File: src/design/lfo_pkg.sv
// Shared types and constants for the LED fade / auto-off controller.
// No dependencies; imported by every module of the block.
`timescale 1ns / 1ps

package lfo_pkg;

  localparam int unsigned LevelW  = 7;
  localparam int unsigned OffW    = 16;
  localparam int unsigned TicksW  = 10;
  localparam int unsigned CfgIdxW = 3;
  localparam int unsigned CfgDatW = 16;
  localparam int unsigned InDatW  = 8;
  localparam int unsigned OutDatW = 16;

  localparam logic [LevelW-1:0] MinLevelRst  = 7'd10;
  localparam logic [LevelW-1:0] MaxLevelRst  = 7'd100;
  localparam logic [OffW-1:0]   OffDelayRst  = 16'd1500;
  localparam logic [TicksW-1:0] PollTicksRst = 10'd50;
  localparam logic [LevelW-1:0] StepSizeRst  = 7'd2;
  localparam logic [TicksW-1:0] StepTicksRst = 10'd10;

  typedef enum logic [CfgIdxW-1:0] {
    CFG_MIN_LEVEL  = 3'd0,
    CFG_MAX_LEVEL  = 3'd1,
    CFG_OFF_DELAY  = 3'd2,
    CFG_POLL_TICKS = 3'd3,
    CFG_STEP_SIZE  = 3'd4,
    CFG_STEP_TICKS = 3'd5
  } cfg_idx_e;

  typedef enum logic [1:0] {
    FADE_STEADY = 2'd0,
    FADE_UP     = 2'd1,
    FADE_DOWN   = 2'd2
  } fade_mode_e;

  typedef struct packed {
    logic [LevelW-1:0] min_level;
    logic [LevelW-1:0] max_level;
    logic [OffW-1:0]   off_delay_ticks;
    logic [TicksW-1:0] poll_ticks;
    logic [LevelW-1:0] step_size;
    logic [TicksW-1:0] step_ticks;
  } cfg_t;

  typedef struct packed {
    logic [LevelW-1:0] level;
    logic              level_changed;
    fade_mode_e        fade_mode;
  } result_t;

  typedef struct packed {
    logic [LevelW-1:0] cur;
    logic [LevelW-1:0] tgt;
    logic              fading_in;
    logic              fading_out;
    logic              last_moving;
    logic [LevelW-1:0] last_glow;
    logic [TicksW-1:0] poll_cnt;
    logic              fin_pend;
    logic [TicksW-1:0] fin_cnt;
    logic              fout_pend;
    logic [TicksW-1:0] fout_cnt;
    logic              off_armed;
    logic [OffW-1:0]   off_cnt;
  } state_t;

endpackage

File: src/design/lfo_cfg_regs.sv
// Configuration register file: six fade / timing settings written by index.
// Depends on lfo_pkg.
`timescale 1ns / 1ps

module lfo_cfg_regs import lfo_pkg::*; (
  input  logic               clk_i,
  input  logic               rst_ni,
  input  logic               cfg_valid_i,
  output logic               cfg_ready_o,
  input  logic [CfgIdxW-1:0] cfg_index_i,
  input  logic [CfgDatW-1:0] cfg_data_i,
  output cfg_t               cfg_o
);

  cfg_t cfg_q, cfg_d;

  assign cfg_ready_o = 1'b1;
  assign cfg_o       = cfg_q;

  always_comb begin
    cfg_d = cfg_q;
    if (cfg_valid_i) begin
      case (cfg_idx_e'(cfg_index_i))
        CFG_MIN_LEVEL:  cfg_d.min_level       = cfg_data_i[LevelW-1:0];
        CFG_MAX_LEVEL:  cfg_d.max_level       = cfg_data_i[LevelW-1:0];
        CFG_OFF_DELAY:  cfg_d.off_delay_ticks = cfg_data_i[OffW-1:0];
        CFG_POLL_TICKS: cfg_d.poll_ticks      = cfg_data_i[TicksW-1:0];
        CFG_STEP_SIZE:  cfg_d.step_size       = cfg_data_i[LevelW-1:0];
        CFG_STEP_TICKS: cfg_d.step_ticks      = cfg_data_i[TicksW-1:0];
        default:        cfg_d = cfg_q;
      endcase
    end
  end

  always_ff @(posedge clk_i or negedge rst_ni) begin
    if (!rst_ni) begin
      cfg_q.min_level       <= MinLevelRst;
      cfg_q.max_level       <= MaxLevelRst;
      cfg_q.off_delay_ticks <= OffDelayRst;
      cfg_q.poll_ticks      <= PollTicksRst;
      cfg_q.step_size       <= StepSizeRst;
      cfg_q.step_ticks      <= StepTicksRst;
    end else begin
      cfg_q <= cfg_d;
    end
  end

endmodule

File: src/design/lfo_tick_core.sv
// Per-tick controller state and its single-pass update: auto-off job, poll job,
// fade-in step, fade-out step, in that order. Depends on lfo_pkg.
`timescale 1ns / 1ps

module lfo_tick_core import lfo_pkg::*; (
  input  logic              clk_i,
  input  logic              rst_ni,
  input  cfg_t              cfg_i,
  input  logic              step_i,
  input  logic              moving_i,
  input  logic [LevelW-1:0] glow_i,
  output result_t           res_o
);

  state_t            st_q, st_d;
  logic              off_due, fin_due, fout_due;
  logic [LevelW-1:0] step_amt;
  logic [LevelW:0]   up_sum;
  logic [LevelW-1:0] poll_tgt;
  logic [LevelW-1:0] glow_floor;

  function automatic logic [TicksW-1:0] dly10(input logic [TicksW-1:0] d);
    return (d == '0) ? '0 : d - 1'b1;
  endfunction

  function automatic state_t fade_in_start(input state_t s, input logic [LevelW-1:0] t);
    state_t r;
    r            = s;
    r.fading_in  = 1'b1;
    r.fading_out = 1'b0;
    r.cur        = '0;
    r.tgt        = t;
    r.fout_pend  = 1'b0;
    if (!r.fin_pend) begin
      r.fin_pend = 1'b1;
      r.fin_cnt  = '0;
    end
    return r;
  endfunction

  assign step_amt   = (cfg_i.step_size == '0) ? LevelW'(1) : cfg_i.step_size;
  assign glow_floor = (glow_i > cfg_i.min_level) ? glow_i : cfg_i.min_level;

  always_comb begin
    st_d     = st_q;
    off_due  = 1'b0;
    fin_due  = 1'b0;
    fout_due = 1'b0;
    up_sum   = '0;
    poll_tgt = '0;

    // auto-off job
    if (st_d.off_armed) begin
      if (st_d.off_cnt == '0) begin
        st_d.off_armed = 1'b0;
        off_due        = 1'b1;
      end else begin
        st_d.off_cnt = st_d.off_cnt - 1'b1;
      end
    end
    if (off_due && !moving_i) begin
      st_d.fading_in  = 1'b0;
      st_d.fading_out = 1'b1;
      if (!st_d.fout_pend) begin
        st_d.fout_pend = 1'b1;
        st_d.fout_cnt  = '0;
      end
    end

    // poll job
    if (st_d.poll_cnt == '0) begin
      st_d.poll_cnt = dly10(cfg_i.poll_ticks);
      if (st_d.fading_out || (moving_i && st_d.cur != '0)) begin
        st_d.last_moving = moving_i;
      end else begin
        if (moving_i) begin
          if (!st_d.last_moving) begin
            poll_tgt = (st_d.last_glow != '0) ? glow_floor : cfg_i.max_level;
            st_d     = fade_in_start(st_d, poll_tgt);
          end
          st_d.off_armed = 1'b0;
        end
        if (!moving_i && st_d.last_moving && st_d.cur != '0) begin
          st_d.off_armed = 1'b1;
          st_d.off_cnt   = (cfg_i.off_delay_ticks == '0) ? '0 : cfg_i.off_delay_ticks - 1'b1;
        end
        if (glow_i != st_d.last_glow) begin
          st_d.last_glow = glow_i;
          if (glow_i != '0) begin
            st_d           = fade_in_start(st_d, glow_floor);
            st_d.off_armed = 1'b1;
            st_d.off_cnt   = (cfg_i.off_delay_ticks == '0) ? '0 : cfg_i.off_delay_ticks - 1'b1;
          end
        end
        st_d.last_moving = moving_i;
      end
    end else begin
      st_d.poll_cnt = st_d.poll_cnt - 1'b1;
    end

    // fade-in step
    if (st_d.fin_pend) begin
      if (st_d.fin_cnt == '0) begin
        st_d.fin_pend = 1'b0;
        fin_due       = 1'b1;
      end else begin
        st_d.fin_cnt = st_d.fin_cnt - 1'b1;
      end
    end
    if (fin_due && st_d.fading_in && !st_d.fading_out) begin
      if (st_d.cur < st_d.tgt) begin
        up_sum        = {1'b0, st_d.cur} + {1'b0, step_amt};
        st_d.cur      = (up_sum < {1'b0, st_d.tgt}) ? up_sum[LevelW-1:0] : st_d.tgt;
        st_d.fin_pend = 1'b1;
        st_d.fin_cnt  = dly10(cfg_i.step_ticks);
      end else begin
        st_d.fading_in = 1'b0;
      end
    end

    // fade-out step
    if (st_d.fout_pend) begin
      if (st_d.fout_cnt == '0) begin
        st_d.fout_pend = 1'b0;
        fout_due       = 1'b1;
      end else begin
        st_d.fout_cnt = st_d.fout_cnt - 1'b1;
      end
    end
    if (fout_due && st_d.fading_out) begin
      if (st_d.cur != '0) begin
        st_d.cur       = (st_d.cur > step_amt) ? st_d.cur - step_amt : '0;
        st_d.fout_pend = 1'b1;
        st_d.fout_cnt  = dly10(cfg_i.step_ticks);
      end else begin
        st_d.fading_out = 1'b0;
      end
    end
  end

  always_comb begin
    res_o.level         = st_d.cur;
    res_o.level_changed = (st_d.cur != st_q.cur);
    if (st_d.fading_out) begin
      res_o.fade_mode = FADE_DOWN;
    end else if (st_d.fading_in) begin
      res_o.fade_mode = FADE_UP;
    end else begin
      res_o.fade_mode = FADE_STEADY;
    end
  end

  always_ff @(posedge clk_i or negedge rst_ni) begin
    if (!rst_ni) begin
      st_q <= '0;
    end else if (step_i) begin
      st_q <= st_d;
    end
  end

endmodule

File: src/design/led_fade_auto_off_controller.sv
// LED fade controller with inactivity auto-off, one millisecond tick per
// request; each tick request yields exactly one result with the LED level,
// a changed flag and the fade mode. The block takes one request per clock
// cycle unless a held result blocks the input; a request passes through the
// input register, then the result register, and the throughput is set by the
// single-pass state update between those two registers. Configuration writes
// are always ready and take effect on the next cycle; no clearing pass runs
// after reset. Depends on lfo_pkg, lfo_cfg_regs and lfo_tick_core.
`timescale 1ns / 1ps

module led_fade_auto_off_controller import lfo_pkg::*; (
  input  logic               clk_i,
  input  logic               rst_ni,
  input  logic               s_axis_tvalid_i,
  output logic               s_axis_tready_o,
  input  logic [InDatW-1:0]  s_axis_tdata_i,   // [0] moving, [7:1] glow_level
  output logic               m_axis_tvalid_o,
  input  logic               m_axis_tready_i,
  output logic [OutDatW-1:0] m_axis_tdata_o,   // [6:0] level, [7] level_changed,
                                               // [9:8] fade_mode, [15:10] zero
  input  logic               cfg_valid_i,
  output logic               cfg_ready_o,
  input  logic [CfgIdxW-1:0] cfg_index_i,
  input  logic [CfgDatW-1:0] cfg_data_i
);

  cfg_t              cfg;
  result_t           res;
  logic              in_valid_q, in_valid_d;
  logic              moving_q;
  logic [LevelW-1:0] glow_q;
  logic              out_valid_q, out_valid_d;
  result_t           out_q;
  logic              advance;
  logic              s_fire;

  assign advance         = !out_valid_q || m_axis_tready_i;
  assign s_axis_tready_o = !in_valid_q || advance;
  assign s_fire          = s_axis_tvalid_i && s_axis_tready_o;

  always_comb begin
    in_valid_d = in_valid_q;
    if (s_fire) begin
      in_valid_d = 1'b1;
    end else if (advance) begin
      in_valid_d = 1'b0;
    end
    out_valid_d = advance ? in_valid_q : out_valid_q;
  end

  lfo_cfg_regs u_cfg (
    .clk_i       (clk_i),
    .rst_ni      (rst_ni),
    .cfg_valid_i (cfg_valid_i),
    .cfg_ready_o (cfg_ready_o),
    .cfg_index_i (cfg_index_i),
    .cfg_data_i  (cfg_data_i),
    .cfg_o       (cfg)
  );

  lfo_tick_core u_core (
    .clk_i    (clk_i),
    .rst_ni   (rst_ni),
    .cfg_i    (cfg),
    .step_i   (in_valid_q && advance),
    .moving_i (moving_q),
    .glow_i   (glow_q),
    .res_o    (res)
  );

  always_ff @(posedge clk_i or negedge rst_ni) begin
    if (!rst_ni) begin
      in_valid_q  <= 1'b0;
      out_valid_q <= 1'b0;
    end else begin
      in_valid_q  <= in_valid_d;
      out_valid_q <= out_valid_d;
    end
  end

  always_ff @(posedge clk_i) begin
    if (s_fire) begin
      moving_q <= s_axis_tdata_i[0];
      glow_q   <= s_axis_tdata_i[LevelW:1];
    end
    if (advance && in_valid_q) begin
      out_q <= res;
    end
  end

  assign m_axis_tvalid_o = out_valid_q;
  assign m_axis_tdata_o  = {(OutDatW - LevelW - 3)'(0), out_q.fade_mode,
                            out_q.level_changed, out_q.level};

  a_stall_cause: assert property (@(posedge clk_i) disable iff (!rst_ni)
    !s_axis_tready_o |-> (in_valid_q && out_valid_q && !m_axis_tready_i))
    else $error("input stalled without a blocked result");

  a_take_loads: assert property (@(posedge clk_i) disable iff (!rst_ni)
    s_fire |=> in_valid_q)
    else $error("accepted request lost from input register");

  a_result_needs_item: assert property (@(posedge clk_i) disable iff (!rst_ni)
    (!in_valid_q && !out_valid_q) |=> !out_valid_q)
    else $error("result produced without a pending request");

  a_mode_code: assert property (@(posedge clk_i) disable iff (!rst_ni)
    out_valid_q |-> (m_axis_tdata_o[9:8] != 2'b11 &&
                     m_axis_tdata_o[OutDatW-1:LevelW+3] == '0))
    else $error("bad fade mode or padding in result");

endmodule

File: config.mk
export PLATFORM = sky130hd
export DESIGN_NAME = led_fade_auto_off_controller
export DESIGN_NICKNAME = d
export VERILOG_FILES = /design/src/design/lfo_pkg.sv /design/src/design/lfo_cfg_regs.sv /design/src/design/lfo_tick_core.sv /design/src/design/led_fade_auto_off_controller.sv
export SDC_FILE = /design/constraint.sdc
export NUM_CORES = 1
export LEC_CHECK = 0
export BUFFER_PORTS_ARGS = -buffer_cell sky130_fd_sc_hd__buf_2
export CORE_UTILIZATION = 55
export DETAILED_ROUTE_END_ITERATION = 7
export PLACE_DENSITY = 0.77
export SLEW_MARGIN = 25
export SYNTH_ARGS = -nofsm -noshare
export SYNTH_HDL_FRONTEND = slang
export SYNTH_SLANG_ARGS = --single-unit
File: constraint.sdc
create_clock -name clk_i -period 11.12 [get_ports clk_i]
set_input_delay 2.224 -clock clk_i [delete_from_list [all_inputs] [get_ports clk_i]]
set_output_delay 2.224 -clock clk_i [all_outputs]
set_load 0.02 [all_outputs]
# == After elaboration in Yosys (flattened, before gate mapping) ==
# Index checks and enable logic that the tools add are counted.
# classes
add_sub_neg,9
n_mul,0
div_mod_pow,0
order_cmp,4
eq_ne,7
n_shift,0
mux,55
bitwise,1
reduce_logical,39
# op_table
op,n
$mux W73,6
$mux W10,8
$mux W11,7
$mux W7,9
$mux W56,1
$logic_not A10 Y1,5
$sub A10 B1 Y10 const B,5
$mux W16,3
$mux W39,1
$reduce_bool A7 Y1,5
$mux W17,2
$logic_not A16 Y1,2
$sub A16 B1 Y16 const B,2
$mux W24,1
$mux W1,16
$gt A7 B7 Y1,2
$ne A7 B7 Y1,2
$reduce_and A2 Y1,7
$logic_and A1 B1 Y1,9
$add A7 B7 Y8,1
$lt A8 B7 Y1,1
$logic_not A7 Y1,1
$lt A7 B7 Y1,1
$sub A7 B7 Y7,1
10 further kinds,17
# word_totals
register_bits,150
latch_bits,0
mem_bits_rw,0
rom_bits,0
inputBits,32
output_inout_bits,19
word_cells,141
mem_count,0

# == Logic depth before layout (Yosys ltp) ==
# depth
ltp_word,27
mapped_depth,41
mapped_depth_nobuf,40

# == Cells and area by module ==
# A second synthesis with hierarchy kept.
# hier_totals
hier_cells,1081
area_unflattened_um2,10144.7
# modules_own_cells
mod,instances,cells_each,area_per_inst_um2,seq_area_each_um2
lfo_tick_core,1,920,7190.6,1826.8
lfo_cfg_regs,1,128,2260.9,1448.9
led_fade_auto_off_controller,1,33,693.2,590.6

# == Worst setup path after synthesis ==
# OpenSTA, ideal clock, no wires.
# synth_path
kind,reg-to-reg
from,register u_core.st_q[39] in the netlist's numbering
to,"register out_q, in the netlist m_axis_tdata_o[7] (data pin)"
setup_time_ps,277
arrival_ps,7746
t_required_ps,10843
setup_slack_ps,3098
stages_incl_launch_ff,40
n_path_buf,2
period_less_slack_ps,8022
cell_sequence,dfrtp_1 > inv_1 > ha_1 > or4b_1 > nor4b_4 > nand2b_4 > or3_4 > buf_6 > clkbuf_1 > nand2_1 > inv_1 > ha_1 > a31oi_1 > nand2_1 > a221oi_1 > mux2i_1 > o21ai_0 > and4bb_1 > [4 not listed] > nand4b_1 > a21oi_1 > mux2_2 > nand3_1 > a21boi_0 > ha_1 > inv_1 > fa_1 > a21o_1 > a21oi_1 > o21bai_1 > a21oi_1 > xor2_1 > nor2_1 > a21oi_1 > a21oi_1 > mux2i_1 > o2111ai_1
# synth_lines
element,line_no,text
start: declaration,lfo_tick_core.sv:15,"state_t st_q, st_d;"
start signal: assignment,lfo_tick_core.sv:157,st_q <= st_d;
end signal: assignment,led_fade_auto_off_controller.sv:87,out_q <= res;
end: declaration,led_fade_auto_off_controller.sv:33,result_t out_q;

==> results.cfg <==
[worst_setup_path]
path_common_cell = ha_1
r2r_cells = 36
end_kind = register
reg2reg_slack_ps = 1720
crit_buf_inv = 3
critPathMaxStageDelay_ps = 680
crit_fanout = 20
critPathRequiredTime_ps = 11280
crit_type = reg2reg
reg2reg_from = u_core.st_q[39]$_DFFE_PN0P_
cp_top_family = compound AO/OA/AOI/OAI gates
startpoint_type = register
cp_data_arrival_time_ps = 9570
worstReg2RegEnd = m_axis_tdata_o[7]$_DFFE_PP_
crit_slowest_cell = nor4b_4

[hold_path]
hp-class = reg2reg
min-delay-start = u_core.st_q[60]$_DFFE_PN0P_
hold_end = u_core.st_q[60]$_DFFE_PN0P_
hold_depth = 2

[clock_tree]
cts_sinks = 150
post_cts_resized = 0
clkLatencyLatePin_ps = 440
postCtsHoldBufs = 0
post-cts-setup-buffers = 0
cts_buffers = 17
cts_buffer_depth = 2
clkTransAtPathRegs_ps = 70
cts-htree-levels = 4
cts_root_buf = clkbuf_16
cts_tree = built

[synth]
syn-cell-area_um2 = 10100
yosysTopAreaCell = dfrtp_1
synth_enable_flop_cells = 18
synth_cell_types = 89
yosys.area.top_type_share_pct = 28.3
yosysSeqAreaShare_pct = 38.3
netlist_instances = 1128
syn_avg_cell_area_um2 = 8.94
synth.top_cells.by_area = dfrtp_1, mux2_2, edfxtp_1
synth_seq_cells = 150
yosysWarnings = 0
synthArstFlopShare_pct = 88.0
synthFlopType = dfrtp_1

[run]
maxCapViolations = 0

[power_and_ir_drop]
powerDensity_nw_per_um2 = 255
peakVddDrop_v = 0.000141
p_leak_nw = 4.71

[cells_and_area]
diodes = 0
finalNetCount = 1227
area_growth_pct = 9.86
final_common_cell = nand2_1
drive_gt1_share_pct = 16.3
final_cell_mix = nand2_1, dfrtp_1, o21ai_0

[sta]
tightest_slew_ps = 985
holdWs_ps = 482
fin_crit_ps = 9400
rsz0062_at_grt = false
clock.fmax_ghz = 0.106
fin_crit_sh_pct = 84.6
maxSlewHeadroom_pct = 33.6
finalSetupTns_ps = 0
final.setup_skew_ps = 10.2
hold_viol_final = 0
slew_viol_final = 0
setup_violations = 0

[drt]
wl_mm = 27.1
vias = 8867
dr.first_iter.drc_count = 803
drt-vias-per-instance = 6.37
drt_pass1_iterations = 6
wire_per_inst_um = 19.4
drc_errors = 0
ant_nets = 0

[floorplanning]
die_area_um2 = 18900
row_count = 49
dieHeight_um = 137
die_w_um = 137
initial_core_util_pct = 56.2
core_um2 = 18000
pin_count = 51

[grt]
grt_max_degree = 75
grt_pass1_vias = 8094
grt_pass1_wl_mm = 43.6
grt-ovfl-total = 0
grt_use_total_pct = 30.3
antenna_found_initial = 0

[placed_design]
gp_congestion = 0.940
io_buffers = 43
dp.final_hpwl_mm = 19.6

[status]
status = completed
[power breakdown]
part / total [mW] / internal, mW / switching [mW]
clock network: 0.618 / 0.346 / 0.272
logic: 1.27 / 0.513 / 0.758
registers: 0.932 / 0.736 / 0.196
total: 2.82 / 1.60 / 1.23
[cells by family (layout without fill, tap and decap cells)]
family	after synthesis	in the layout	synth area share, %
AOI/OAI and AO/OA	308	308	19.7
xor gates and xnor gates	41	41	3.56
adders and majority gates	44	44	5.61
buffers and inverters	109	140	4.50
DFF	150	150	38.3
muxes	76	76	8.31
other	2	7	0.0745
and+or+nand+nor	398	398	19.9
[cell type report]
class,count,area [um2]
clock buffer,19,475
clock inverter,13,148
tap,229,287
multi-input combinational,874,5800
inverter,56,210
timing repair buffer,52,293
sequential,150,3870
fill,1517,6880
[stage by stage]
stage / cell area (um2) / utilization [%] / instances / setup WS (ps) / power (mW)
global route: 11100 / 61.7 / 1393 / 860 / 3.00
finish: 11100 / 61.7 / 1393 / 1720 / 2.82
global placement: 10500 / 58.2 / 1361 / 2140 / 2.15
CTS: 11100 / 61.7 / 1393 / 1910 / 2.80
floorplan: 10100 / - / 1133 / 3100 / 1.85
detailed placement: 10500 / 58.2 / 1361 / 1920 / 2.17
[worst max path at each step]
stage                                            from  depth (start not counted)                     endpoint  slack, ps
final                     u_core.st_q[39]$_DFFE_PN0P_                         36  m_axis_tdata_o[7]$_DFFE_PP_       1720
after global routing      u_core.st_q[39]$_DFFE_PN0P_                         36  m_axis_tdata_o[7]$_DFFE_PP_        860
after CTS                 u_core.st_q[39]$_DFFE_PN0P_                         36  m_axis_tdata_o[7]$_DFFE_PP_       1910
after detailed placement  u_core.st_q[39]$_DFFE_PN0P_                         36  m_axis_tdata_o[7]$_DFFE_PP_       1920
after global placement    u_core.st_q[39]$_DFFE_PN0P_                         36  m_axis_tdata_o[7]$_DFFE_PP_       2140
after floorplan           u_core.st_q[39]$_DFFE_PN0P_                         39  m_axis_tdata_o[7]$_DFFE_PP_       3100
[synthesized netlist by cell type, types with 11 or more instances]
cell and instances:
mux2i_1 14, o31ai_1 14, ha_1 42, nand2b_1 12, o211ai_1 11, clkbuf_1 40
o21ai_0 90, nor4_1 14, inv_1 56, o22ai_1 14, mux2_2 62, and3_1 11
or3_1 12, xnor2_1 25, xor2_1 16, nand3_1 25, nor2_1 84, nand4_1 12
nand2_1 121, dfstp_2 18, a21oi_1 68, dfrtp_1 114, edfxtp_1 18, and2_1 11
a31oi_1 16, nor3_1 42
[sequential cells by signal (all words and copies together) (netlist names), named ones only]
signal	cells
u_core.st_q	66
u_cfg.cfg_o	57
m_axis_tdata_o	10
glow_q	7
in_valid_q	1
m_axis_tvalid_o	1
moving_q	1
[routing by layer]
layer	GRT usage [%]	routed length, um	vias up
met5	0	0	-
met4	9.95	533	0
met1	42.8	12100	4269
met3	4.45	1860	40
li1	-	-	4179
met2	47.5	12600	379
[worst register-to-register path, delay by kind of cell (launching register included)]
family / cells / cell delay, ps
adder cells (fa/ha/maj): 4 / 1120
flip-flops: 1 / 400
multiplexers: 1 / 230
AND/OR/NAND/NOR: 12 / 3480
AO/OA/AOI/OAI: 16 / 3540
buffers and inverters: 3 / 350
Power figures use the tool's default switching activity.
